[config.mk]
export PLATFORM = sky130hd
export DESIGN_NAME = http_get_request_parser
export DESIGN_NICKNAME = d
export VERILOG_FILES = /design/src/design/hgp_pkg.sv /design/src/design/http_get_request_parser.sv /design/src/design/hgp_step.sv
export SDC_FILE = /design/constraint.sdc
export NUM_CORES = 1
export LEC_CHECK = 0
export ABC_AREA = 1
export BUFFER_PORTS_ARGS = -buffer_cell sky130_fd_sc_hd__buf_4
export CAP_MARGIN = 20
export CORE_ASPECT_RATIO = 1.1
export CORE_UTILIZATION = 50
export DETAILED_ROUTE_END_ITERATION = 12
export HOLD_SLACK_MARGIN = 0.15
export PLACE_DENSITY = 0.78
export SYNTH_ARGS = -nofsm -noshare
export SYNTH_HDL_FRONTEND = slang
export SYNTH_SLANG_ARGS = --single-unit
[constraint.sdc]
create_clock -name clk_i -period 6.89 [get_ports clk_i]
set_input_delay 0 -clock clk_i [delete_from_list [all_inputs] [get_ports clk_i]]
set_output_delay 0 -clock clk_i [all_outputs]
set_load 0.02 [all_outputs]
[src/design/hgp_pkg.sv]
// Shared types, codes and small decode functions for the GET request parser.
`default_nettype none
package hgp_pkg;

  // Result field widths
  localparam int unsigned EVENT_W = 2;
  localparam int unsigned UNIT_W  = 16;
  localparam int unsigned PATH_W  = 10;

  // Default limits
  localparam int unsigned URI_MAX_DEF     = 512;
  localparam int unsigned VERSION_MAX_DEF = 16;

  // Event codes
  localparam logic [EVENT_W-1:0] EV_UNIT   = 2'd0;
  localparam logic [EVENT_W-1:0] EV_DONE   = 2'd1;
  localparam logic [EVENT_W-1:0] EV_UNSUP  = 2'd2;
  localparam logic [EVENT_W-1:0] EV_CLOSED = 2'd3;

  // Byte codes
  localparam logic [7:0] CH_SPACE   = 8'h20;
  localparam logic [7:0] CH_PERCENT = 8'h25;
  localparam logic [7:0] CH_CR      = 8'h0D;
  localparam logic [7:0] CH_LF      = 8'h0A;

  // One result between the step logic and the output register
  typedef struct packed {
    logic [EVENT_W-1:0] event_res;
    logic [UNIT_W-1:0]  code_unit;
    logic [PATH_W-1:0]  path_length;
  } result_t;

  // Expected method letters, G E T
  function automatic logic [7:0] method_char(input logic [1:0] idx);
    logic [7:0] c;
    case (idx)
      2'd0:    c = 8'h47;
      2'd1:    c = 8'h45;
      2'd2:    c = 8'h54;
      default: c = 8'h00;
    endcase
    return c;
  endfunction

  // Hex digit value; anything else counts as zero
  function automatic logic [3:0] hex_digit(input logic [7:0] b);
    logic [3:0] v;
    v = 4'd0;
    if (b >= 8'h30 && b <= 8'h39) v = b[3:0];
    else if ((b >= 8'h41 && b <= 8'h46) || (b >= 8'h61 && b <= 8'h66)) v = b[3:0] + 4'd9;
    return v;
  endfunction

endpackage
`default_nettype wire

[src/design/http_get_request_parser.sv]
// HTTP GET request parser top level: input register, step logic, result register.
//
// Usage:
//   Input channel (in_valid_i / in_stall_o) carries one byte of the client
//   request per transfer, with conn_closed_i marking a closed connection.
//   Output channel (out_valid_o / out_stall_i) carries events: a decoded
//   path code unit, request complete with path length, unsupported request,
//   or connection closed. A byte yields zero or one event.
//   Flow: a byte is taken into the input register, decoded by the step logic
//   and its event written to the result register, which drives the output.
//   Throughput: one byte per cycle when not stalled; the per-byte state update
//   is a single combinational pass between the input and result registers.
//   Stall: while out_stall_i holds a pending event, the byte in the input
//   register waits and in_stall_o rises; the byte behind it is still taken
//   as long as the input register is free or drains in the same cycle.
//   Reset: rst_ni (asynchronous, active low) empties both registers and puts
//   the parser back to awaiting the method of a new request.
`default_nettype none
module http_get_request_parser #(
  parameter int unsigned URI_MAX     = hgp_pkg::URI_MAX_DEF,
  parameter int unsigned VERSION_MAX = hgp_pkg::VERSION_MAX_DEF
) (
  input  wire logic                          clk_i,
  input  wire logic                          rst_ni,
  input  wire logic                          in_valid_i,
  output logic                               in_stall_o,
  input  wire logic [7:0]                    data_byte_i,
  input  wire logic                          conn_closed_i,
  output logic                               out_valid_o,
  input  wire logic                          out_stall_i,
  output logic [hgp_pkg::EVENT_W-1:0]        event_res_o,
  output logic [hgp_pkg::UNIT_W-1:0]         code_unit_o,
  output logic [hgp_pkg::PATH_W-1:0]         path_length_o
);
  import hgp_pkg::*;

  logic       in_valid_q;
  logic [7:0] byte_q;
  logic       closed_q;
  logic       adv;
  logic       res_valid;
  result_t    res;
  logic       out_valid_q;
  result_t    out_q;

  // Process the held byte when the result register is free or draining
  assign adv        = in_valid_q && (!out_valid_q || !out_stall_i);
  assign in_stall_o = in_valid_q && !adv;

  // Input register
  always_ff @(posedge clk_i or negedge rst_ni) begin
    if (!rst_ni) begin
      in_valid_q <= 1'b0;
    end else if (!in_stall_o) begin
      in_valid_q <= in_valid_i;
    end
  end

  always_ff @(posedge clk_i) begin
    if (in_valid_i && !in_stall_o) begin
      byte_q   <= data_byte_i;
      closed_q <= conn_closed_i;
    end
  end

  hgp_step #(
    .URI_MAX     (URI_MAX),
    .VERSION_MAX (VERSION_MAX)
  ) u_step (
    .clk_i         (clk_i),
    .rst_ni        (rst_ni),
    .adv_i         (adv),
    .data_byte_i   (byte_q),
    .conn_closed_i (closed_q),
    .res_valid_o   (res_valid),
    .result_o      (res)
  );

  // Result register
  always_ff @(posedge clk_i or negedge rst_ni) begin
    if (!rst_ni) begin
      out_valid_q <= 1'b0;
    end else if (adv) begin
      out_valid_q <= res_valid;
    end else if (!out_stall_i) begin
      out_valid_q <= 1'b0;
    end
  end

  always_ff @(posedge clk_i) begin
    if (adv && res_valid) begin
      out_q <= res;
    end
  end

  assign out_valid_o   = out_valid_q;
  assign event_res_o   = out_q.event_res;
  assign code_unit_o   = out_q.code_unit;
  assign path_length_o = out_q.path_length;

endmodule
`default_nettype wire

[src/design/hgp_step.sv]
// Parser state registers and the per-byte next-state and result logic.
`default_nettype none
module hgp_step #(
  parameter int unsigned URI_MAX     = hgp_pkg::URI_MAX_DEF,
  parameter int unsigned VERSION_MAX = hgp_pkg::VERSION_MAX_DEF
) (
  input  wire logic            clk_i,
  input  wire logic            rst_ni,
  input  wire logic            adv_i,
  input  wire logic [7:0]      data_byte_i,
  input  wire logic            conn_closed_i,
  output logic                 res_valid_o,
  output hgp_pkg::result_t     result_o
);
  import hgp_pkg::*;

  localparam int unsigned UW = $clog2(URI_MAX + 1);
  localparam int unsigned VW = $clog2(VERSION_MAX + 1);

  localparam logic [1:0] PH_METHOD  = 2'd0;
  localparam logic [1:0] PH_URI     = 2'd1;
  localparam logic [1:0] PH_VERSION = 2'd2;
  localparam logic [1:0] PH_HEADER  = 2'd3;

  logic [1:0]    phase_q, phase_d;
  logic [1:0]    method_count_q, method_count_d;
  logic          method_ok_q, method_ok_d;
  logic [1:0]    hex_left_q, hex_left_d;
  logic [7:0]    hex_value_q, hex_value_d;
  logic [1:0]    utf_left_q, utf_left_d;
  logic [15:0]   utf_accum_q, utf_accum_d;
  logic [UW-1:0] uri_bytes_q, uri_bytes_d;
  logic [UW-1:0] units_out_q, units_out_d;
  logic [VW-1:0] version_count_q, version_count_d;
  logic [7:0]    prev_byte_q, prev_byte_d;
  logic [1:0]    line_length_q, line_length_d;

  // Decode one byte against the current state
  always_comb begin
    logic       take;
    logic [7:0] tb;
    logic       clr;
    logic [7:0] hv;
    take            = 1'b0;
    tb              = data_byte_i;
    clr             = 1'b0;
    hv              = {hex_value_q[3:0], hex_digit(data_byte_i)};
    phase_d         = phase_q;
    method_count_d  = method_count_q;
    method_ok_d     = method_ok_q;
    hex_left_d      = hex_left_q;
    hex_value_d     = hex_value_q;
    utf_left_d      = utf_left_q;
    utf_accum_d     = utf_accum_q;
    uri_bytes_d     = uri_bytes_q;
    units_out_d     = units_out_q;
    version_count_d = version_count_q;
    prev_byte_d     = prev_byte_q;
    line_length_d   = line_length_q;
    res_valid_o     = 1'b0;
    result_o        = '0;

    if (conn_closed_i) begin
      clr                = 1'b1;
      res_valid_o        = 1'b1;
      result_o.event_res = EV_CLOSED;
    end else begin
      case (phase_q)
        PH_METHOD: begin
          if (method_count_q != 2'd3) begin
            if (data_byte_i != method_char(method_count_q)) method_ok_d = 1'b0;
            method_count_d = method_count_q + 2'd1;
          end else if (!method_ok_q) begin
            clr                = 1'b1;
            res_valid_o        = 1'b1;
            result_o.event_res = EV_UNSUP;
          end else begin
            method_count_d = 2'd0;
            phase_d        = PH_URI;
          end
        end
        PH_URI: begin
          if (hex_left_q != 2'd0) begin
            hex_value_d = hv;
            hex_left_d  = hex_left_q - 2'd1;
            if (hex_left_q == 2'd1) begin
              take = 1'b1;
              tb   = hv;
            end
          end else if (data_byte_i == CH_SPACE) begin
            utf_left_d      = 2'd0;
            utf_accum_d     = 16'd0;
            version_count_d = '0;
            prev_byte_d     = 8'd0;
            phase_d         = PH_VERSION;
          end else if (data_byte_i == CH_PERCENT) begin
            hex_left_d  = 2'd2;
            hex_value_d = 8'd0;
          end else begin
            take = 1'b1;
          end
        end
        PH_VERSION: begin
          if (data_byte_i == CH_LF) begin
            if (prev_byte_q != CH_CR) begin
              clr                = 1'b1;
              res_valid_o        = 1'b1;
              result_o.event_res = EV_UNSUP;
            end else begin
              line_length_d = 2'd0;
              phase_d       = PH_HEADER;
            end
          end else if (version_count_q >= VW'(VERSION_MAX)) begin
            clr                = 1'b1;
            res_valid_o        = 1'b1;
            result_o.event_res = EV_UNSUP;
          end else begin
            version_count_d = version_count_q + VW'(1);
            prev_byte_d     = data_byte_i;
          end
        end
        PH_HEADER: begin
          if (data_byte_i == CH_LF) begin
            if (line_length_q == 2'd1) begin
              clr                  = 1'b1;
              res_valid_o          = 1'b1;
              result_o.event_res   = EV_DONE;
              result_o.path_length = PATH_W'(units_out_q);
            end else begin
              line_length_d = 2'd0;
            end
          end else if (line_length_q != 2'd2) begin
            line_length_d = line_length_q + 2'd1;
          end
        end
        default: clr = 1'b1;
      endcase
    end

    // Feed one decoded URI byte into the UTF-8 decoder
    if (take) begin
      if (uri_bytes_q >= UW'(URI_MAX)) begin
        clr                = 1'b1;
        res_valid_o        = 1'b1;
        result_o.event_res = EV_UNSUP;
      end else begin
        uri_bytes_d = uri_bytes_q + UW'(1);
        if (utf_left_q != 2'd0) begin
          utf_accum_d = {utf_accum_q[9:0], tb[5:0]};
          utf_left_d  = utf_left_q - 2'd1;
          if (utf_left_q == 2'd1) begin
            units_out_d        = units_out_q + UW'(1);
            res_valid_o        = 1'b1;
            result_o.event_res = EV_UNIT;
            result_o.code_unit = {utf_accum_q[9:0], tb[5:0]};
          end
        end else if (!tb[7]) begin
          utf_accum_d        = {8'd0, tb};
          units_out_d        = units_out_q + UW'(1);
          res_valid_o        = 1'b1;
          result_o.event_res = EV_UNIT;
          result_o.code_unit = {8'd0, tb};
        end else if (tb[7:5] == 3'b110) begin
          utf_accum_d = {11'd0, tb[4:0]};
          utf_left_d  = 2'd1;
        end else if (tb[7:4] == 4'b1110) begin
          utf_accum_d = {11'd0, tb[4:0]};
          utf_left_d  = 2'd2;
        end
      end
    end

    // Return to await a new request
    if (clr) begin
      phase_d         = PH_METHOD;
      method_count_d  = 2'd0;
      method_ok_d     = 1'b1;
      hex_left_d      = 2'd0;
      hex_value_d     = 8'd0;
      utf_left_d      = 2'd0;
      utf_accum_d     = 16'd0;
      uri_bytes_d     = '0;
      units_out_d     = '0;
      version_count_d = '0;
      prev_byte_d     = 8'd0;
      line_length_d   = 2'd0;
    end
  end

  // Update state once per processed byte
  always_ff @(posedge clk_i or negedge rst_ni) begin
    if (!rst_ni) begin
      phase_q         <= PH_METHOD;
      method_count_q  <= 2'd0;
      method_ok_q     <= 1'b1;
      hex_left_q      <= 2'd0;
      hex_value_q     <= 8'd0;
      utf_left_q      <= 2'd0;
      utf_accum_q     <= 16'd0;
      uri_bytes_q     <= '0;
      units_out_q     <= '0;
      version_count_q <= '0;
      prev_byte_q     <= 8'd0;
      line_length_q   <= 2'd0;
    end else if (adv_i) begin
      phase_q         <= phase_d;
      method_count_q  <= method_count_d;
      method_ok_q     <= method_ok_d;
      hex_left_q      <= hex_left_d;
      hex_value_q     <= hex_value_d;
      utf_left_q      <= utf_left_d;
      utf_accum_q     <= utf_accum_d;
      uri_bytes_q     <= uri_bytes_d;
      units_out_q     <= units_out_d;
      version_count_q <= version_count_d;
      prev_byte_q     <= prev_byte_d;
      line_length_q   <= line_length_d;
    end
  end

endmodule
`default_nettype wire

* Yosys cells after proc, flatten, opt, wreduce, memory -nomap -nowiden
Index checks and enable logic that the tools add are counted.
Word-level totals: flip-flop bits (word level) 103, output and inout port bits 30, word-level logic and storage cells 242
Cells by class: add/subtract/negate cells 8, $lt $le $gt $ge 8, eq/ne operators 33, mux-type cells 133, bitwise logic cells 4, reductions and logical operators 37
Operators by type and width (count):
- $mux W16 | 12
- $mux W8 | 13
- $mux W10 | 9
- $mux W2 | 45
- $mux W18 | 4
- $mux W4 | 8
- $mux W5 | 6
- $mux W1 | 29
- $ne A3 B3 Y1 const B | 7
- $pmux W7 S3 | 1
- $add A10 B1 Y10 const B | 2
- $eq A8 B6 Y1 const B | 2
- $ge A8 B7 Y1 const B | 2
- $le A8 B7 Y1 const B | 2
- $pmux W8 S2 | 1
- $reduce_and A5 Y1 | 3
- $reduce_and A7 Y1 | 2
- $reduce_bool A2 Y1 | 7
- $pmux W2 S3 | 2
- $reduce_bool A3 Y1 | 4
- $eq A2 B1 Y1 const B | 5
- $ge A10 B10 Y1 const B | 1
- $pmux W5 S2 | 1
- $ne A3 B1 Y1 const B | 3
- 31 further kinds | 52

* Longest topological paths before layout
depth in word-level cells 17, mapped depth 17, depth with buffers taken out 17

* By module
Synthesis repeated with hierarchy kept, for this count alone.
Unflattened totals: cells, all modules 669, area, all modules 5455.2 um^2
Modules (own cells, without submodules):
- hgp_step | instances 1, cells each 617, area an instance 4242.8 um^2, sequential area each 1452.6 um^2
- http_get_request_parser | instances 1, cells each 52, area an instance 1212.4 um^2, sequential area each 1161.1 um^2

* Worst setup path after synthesis
Ideal clock, no wire load.
path type reg-to-reg, start point register byte_q[0], end point register out_q (netlist bit code_unit_o[0]), enable pin, library setup time 0.332 ns, arrival 2.065 ns, required time 6.558 ns, path slack 4.493 ns, stages on the path, launching flop included 16, cells stage by stage edfxtp_1 -> inv_1 -> ha_1 -> nand3_1 -> nor2_2 -> nand2_1 -> nand2_1 -> nand2_1 -> nand3_2 -> nand2_4 -> nand3_4 -> nand2_4 -> inv_4 -> o21ai_4 -> inv_4 -> buf_6
On the way: word-level cells in the longest chain between the ends 9, elaborated cells on any way between the ends 18
Ends and longest elaborated chain:
- start: declaration | RTL line http_get_request_parser.sv:38 | logic [7:0] byte_q;
- start signal: assignment | RTL line http_get_request_parser.sv:61 | byte_q <= data_byte_i;
- $eq A8 B4 Y1 | RTL line hgp_step.sv:104, hgp_step.sv:123
- $mux W1, on equally long branches | RTL line hgp_step.sv:123, hgp_step.sv:104
- $pmux W1 S3 | RTL line hgp_step.sv:68 | case (phase_q)
- $mux W1 | RTL line hgp_step.sv:63 | if (conn_closed_i) begin
- $mux W1, on equally long branches | RTL line hgp_step.sv:157, hgp_step.sv:151
- $mux W1 | RTL line hgp_step.sv:148 | if (utf_left_q != 2'd0) begin
- $mux W1 | RTL line hgp_step.sv:142 | if (uri_bytes_q >= UW'(URI_MAX)) begin
- $mux W1 (*) | RTL line hgp_step.sv:141 | if (take) begin
- $logic_and A1 B1 Y1 (*) | RTL line http_get_request_parser.sv:91 | if (adv && res_valid) begin
- end signal: assignment | RTL line http_get_request_parser.sv:92 | out_q <= res;
- end: declaration | RTL line http_get_request_parser.sv:44 | result_t out_q;
Mark *: on every way between the ends. The rest lies on a longest branch, timed or not. A chain may end at the register's enable or synchronous reset.

* Worst setup path after layout
start point register byte_q[0], end point register u_step.version_count_q[1]
On the way: word-level cells in the longest chain between the ends 9, elaborated cells on any way between the ends 22
Ends and longest elaborated chain:
- $eq A8 B6 Y1 | RTL line hgp_step.sv:96 | end else if (data_byte_i == CH_PERCENT) begin
- $mux W1 | RTL line hgp_step.sv:96
- $mux W1 | RTL line hgp_step.sv:90 | end else if (data_byte_i == CH_SPACE) begin
- $mux W1 | RTL line hgp_step.sv:83 | if (hex_left_q != 2'd0) begin
- $mux W1 | RTL line hgp_step.sv:68
- $mux W1 | RTL line hgp_step.sv:63
- $mux W1 | RTL line hgp_step.sv:141
- $ne A3 B3 Y1 (no source line), or another cell as far along
- $reduce_and A7 Y1 (no source line)
- end signal: assignment | RTL line hgp_step.sv:215 | version_count_q <= version_count_d;
- end: declaration | RTL line hgp_step.sv:34 | logic [VW-1:0] version_count_q, version_count_d;
Several ways; a longest one is shown, not always the timed one.

==> flow_metrics.env <==
export IMPL_status="completed"
export IMPL_synth_nets=661
export IMPL_synth_area_per_cell_um2=8.67
export IMPL_die_height_um=111
export IMPL_p_sw_mw=0.653
export IMPL_tns_ns=0
export IMPL_hp_class="in -> async"
export IMPL_syn_to_final_growth_pct=14.5
export IMPL_path_class="reg -> reg"
export IMPL_first_global_vias=4438
export IMPL_ant_nets=0
export IMPL_drv_cap=0
export IMPL_swShare=0.371
export IMPL_netlist_cell_type_count=45
export IMPL_hold_viol=0
export IMPL_drc=0
export IMPL_antenna_cells=0
export IMPL_cp_cell_sequence="inv_1 -> ha_1 -> nand2_1 -> nor2_1 -> nor2_2 -> a21oi_4 -> nor2_4 -> nand2_4 -> nand2_4 -> o21ai_2 -> nand3_4 -> nand2_1 -> o21ai_2"
export IMPL_design_area_um2=6210
export IMPL_grt_pass1_wl_mm=19.7
export IMPL_nets=712
export IMPL_crit_path_end="u_step.version_count_q[1]"
export IMPL_critPathMaxStageDelay_ns=0.50
export IMPL_min_period_ns=2.96
export IMPL_synth_edf_count=37
export IMPL_ctsHoldBuffers=12
export IMPL_dp_hpwl_mm=8.12
export IMPL_critPathBufInv=1
export IMPL_first_pass_iters=6
export IMPL_start_kind="register"
export IMPL_seqPwrFrac=0.426
export IMPL_ys_seq_elements=97
export IMPL_dieArea_um2=11300
export IMPL_reg2reg_to="u_step.version_count_q[1]"
export IMPL_clockBufferDepth=2
export IMPL_clkTransAtPathRegs_ns=0.07
export IMPL_power_total_mw=1.76
export IMPL_io_buffer_count=42
export IMPL_layout_commonest_cell="nand2_1"
export IMPL_worstPathMaxFanout=31
export IMPL_wl_per_cell_um=13.9
export IMPL_start_util=0.519
export IMPL_clk_insertion_delay_late_ns=0.34
export IMPL_ys_top_cells_by_area="dfrtp_1 27%, edfxtp_1 20%, nand2_1 8.3%"
export IMPL_rsz0062_at_grt="no"
export IMPL_synth_area_um2=5420
export IMPL_yosysTopAreaCellShare=0.272
export IMPL_r2r_setup_slack_ns=3.93
export IMPL_fmax_ghz=0.338
export IMPL_yosysTopAreaCell="dfrtp_1"
export IMPL_antenna_found_initial=0
export IMPL_setup_violations_final=0
export IMPL_finClkSkew_ns=0.0108
export IMPL_fin_crit_sh=0.429
export IMPL_drv_slew=0
export IMPL_p_int_mw=1.11
export IMPL_power_density_nw_per_um2=284
export IMPL_combPwrFrac=0.304
export IMPL_crit_path_end_kind="register"
export IMPL_reg2reg_depth=13
export IMPL_core_area_um2=10400
export IMPL_placementRows=39
export IMPL_final_cells=824
export IMPL_cts_sinks=97
export IMPL_post_route_cells_drive_above_1_share=0.163
export IMPL_vias_per_cell=5.28
export IMPL_vias=4350
export IMPL_irDropWorstVdd_v=0.000164
export IMPL_grtUsageTotal=0.220
export IMPL_final_cell_mix="120 x nand2_1, 90 x inv_1, 59 x dfrtp_1"
export IMPL_tightest_slew_ns=0.832
export IMPL_cp_slowest_cell="edfxtp_1"
export IMPL_p_leak_nw=2.70
export IMPL_holdWs_ns=0.247
export IMPL_ctsResizeCount=0
export IMPL_gp_congestion=0.948
export IMPL_root_buffer="clkbuf_16"
export IMPL_die_x_um=101
export IMPL_cts_setup_buffers=0
export IMPL_place_area_um2=5810
export IMPL_cpLargestDelayFamily="simple AND/OR/NAND/NOR gates"
export IMPL_synthFlopType="dfrtp_1"
export IMPL_syn_inst=625
export IMPL_ys_seq_area_frac=0.482
export IMPL_worstPathArrival_ns=3.18
export IMPL_cts_tree="built"
export IMPL_synth_warnings=0
export IMPL_placed_cells=796
export IMPL_cts_htree_levels=3
export IMPL_critPathRequiredTime_ns=7.11
export IMPL_grt_max_degree=61
export IMPL_overflow=0
export IMPL_drtIter0Drc=259
export IMPL_wl_mm=11.5
export IMPL_relSlewSlack=0.443
export IMPL_cts_buffers_inserted=9
export IMPL_ys_async_sr_fraction=0.619
export IMPL_clkPwrFrac=0.269
export IMPL_io_pins=43
export IMPL_cp_depth=13
export IMPL_timing_rr_start="byte_q[0]"
export IMPL_crit_start="byte_q[0]"
state kept, by name (all words and copies together) (netlist names):
register,count
u_step.hex_value_q,4
u_step.line_length_q,2
out_valid_o,1
u_step.utf_accum_q,10
u_step.uri_bytes_q,10
event_res_o,2
path_length_o,10
u_step.phase_q,2
u_step.hex_left_q,2
byte_q,8
u_step.prev_byte_q,8
u_step.utf_left_q,2
code_unit_o,16
in_valid_q,1
u_step.units_out_q,10
u_step.method_ok_q,1
u_step.version_count_q,5
u_step.method_count_q,2
closed_q,1
worst min-delay path by stage:
stage	cells after the start	start	slack, ns	end
final	2	rst_ni	0.25	u_step.hex_value_q[0]
after global routing	2	rst_ni	0.37	u_step.hex_value_q[0]
after detailed placement	1	rst_ni	0.14	u_step.method_count_q[0]
after CTS	2	rst_ni	0.32	u_step.method_count_q[0]
after floorplan	0	rst_ni	-0.30	in_valid_q
after global placement	1	rst_ni	0.14	u_step.method_count_q[1]
cells by family (layout without fill, tap and decap cells):
logic type      after synthesis  in the layout  synth area share
compound gates              105            105             0.122
simple gates                281            281             0.240
fa+ha+maj                    23             23            0.0531
xor+xnor                     10             10            0.0162
buf+inv                     109            165            0.0866
flops                        97             97             0.482
power by group through the flow:
stage	logic [mW]	clock network, mW	registers, mW
floorplan	0.381	0	0.781
global placement	0.503	0	0.756
detailed placement	0.523	0	0.761
CTS	0.533	0.479	0.750
global route	0.596	0.503	0.761
finish	0.536	0.474	0.750
cell usage after synthesis, types with 3 or more instances:
cell        n
nand2_1   120
nand2_4     4
o21ai_0    44
nand3b_1    3
xor2_1      8
inv_1      90
nand2_2     7
o21ai_1     9
o31ai_1     5
buf_6       5
o21ai_2    20
inv_2       3
nor2_1     55
nor3_1     22
edfxtp_1   37
dfrtp_1    59
nand4_1     7
nor2_2      7
nand3_2     3
o22ai_1     6
nand3_1    44
a21oi_1    12
clkbuf_1    4
ha_1       23
area by class of cell:
class	instances	area, µm²
clock buffers	10	229
clock inverters	6	51.3
fillers	891	4240
inverters	95	362
multi-input cells	419	2340
flip-flops and latches	97	2610
well taps	143	179
repair buffers	54	435
per-layer routing:
layer  global-route usage  share of wire  vias up
met2                0.378           0.50      122
met5                    0              0        -
met1                0.277           0.44     2054
li1                     -              -     2150
met3               0.0359          0.041       24
met4               0.0792          0.018        0
per-stage QoR:
step,setup slack (ns),utilization
after global placement,4.12,0.556
after CTS,3.97,0.594
after floorplan,4.49,-
after global routing,3.70,0.594
final,3.93,0.594
after detailed placement,3.97,0.556
worst reg2reg max path, delay by kind of cell (launching register included):
family / cells / cell delay [ns]
AND/OR/NAND/NOR: 8 / 1.37
AO/OA/AOI/OAI: 3 / 0.52
flip-flops: 1 / 0.50
buffers and inverters: 1 / 0.22
adder cells (fa/ha/maj): 1 / 0.22
(Power assumes the default switching activity.)
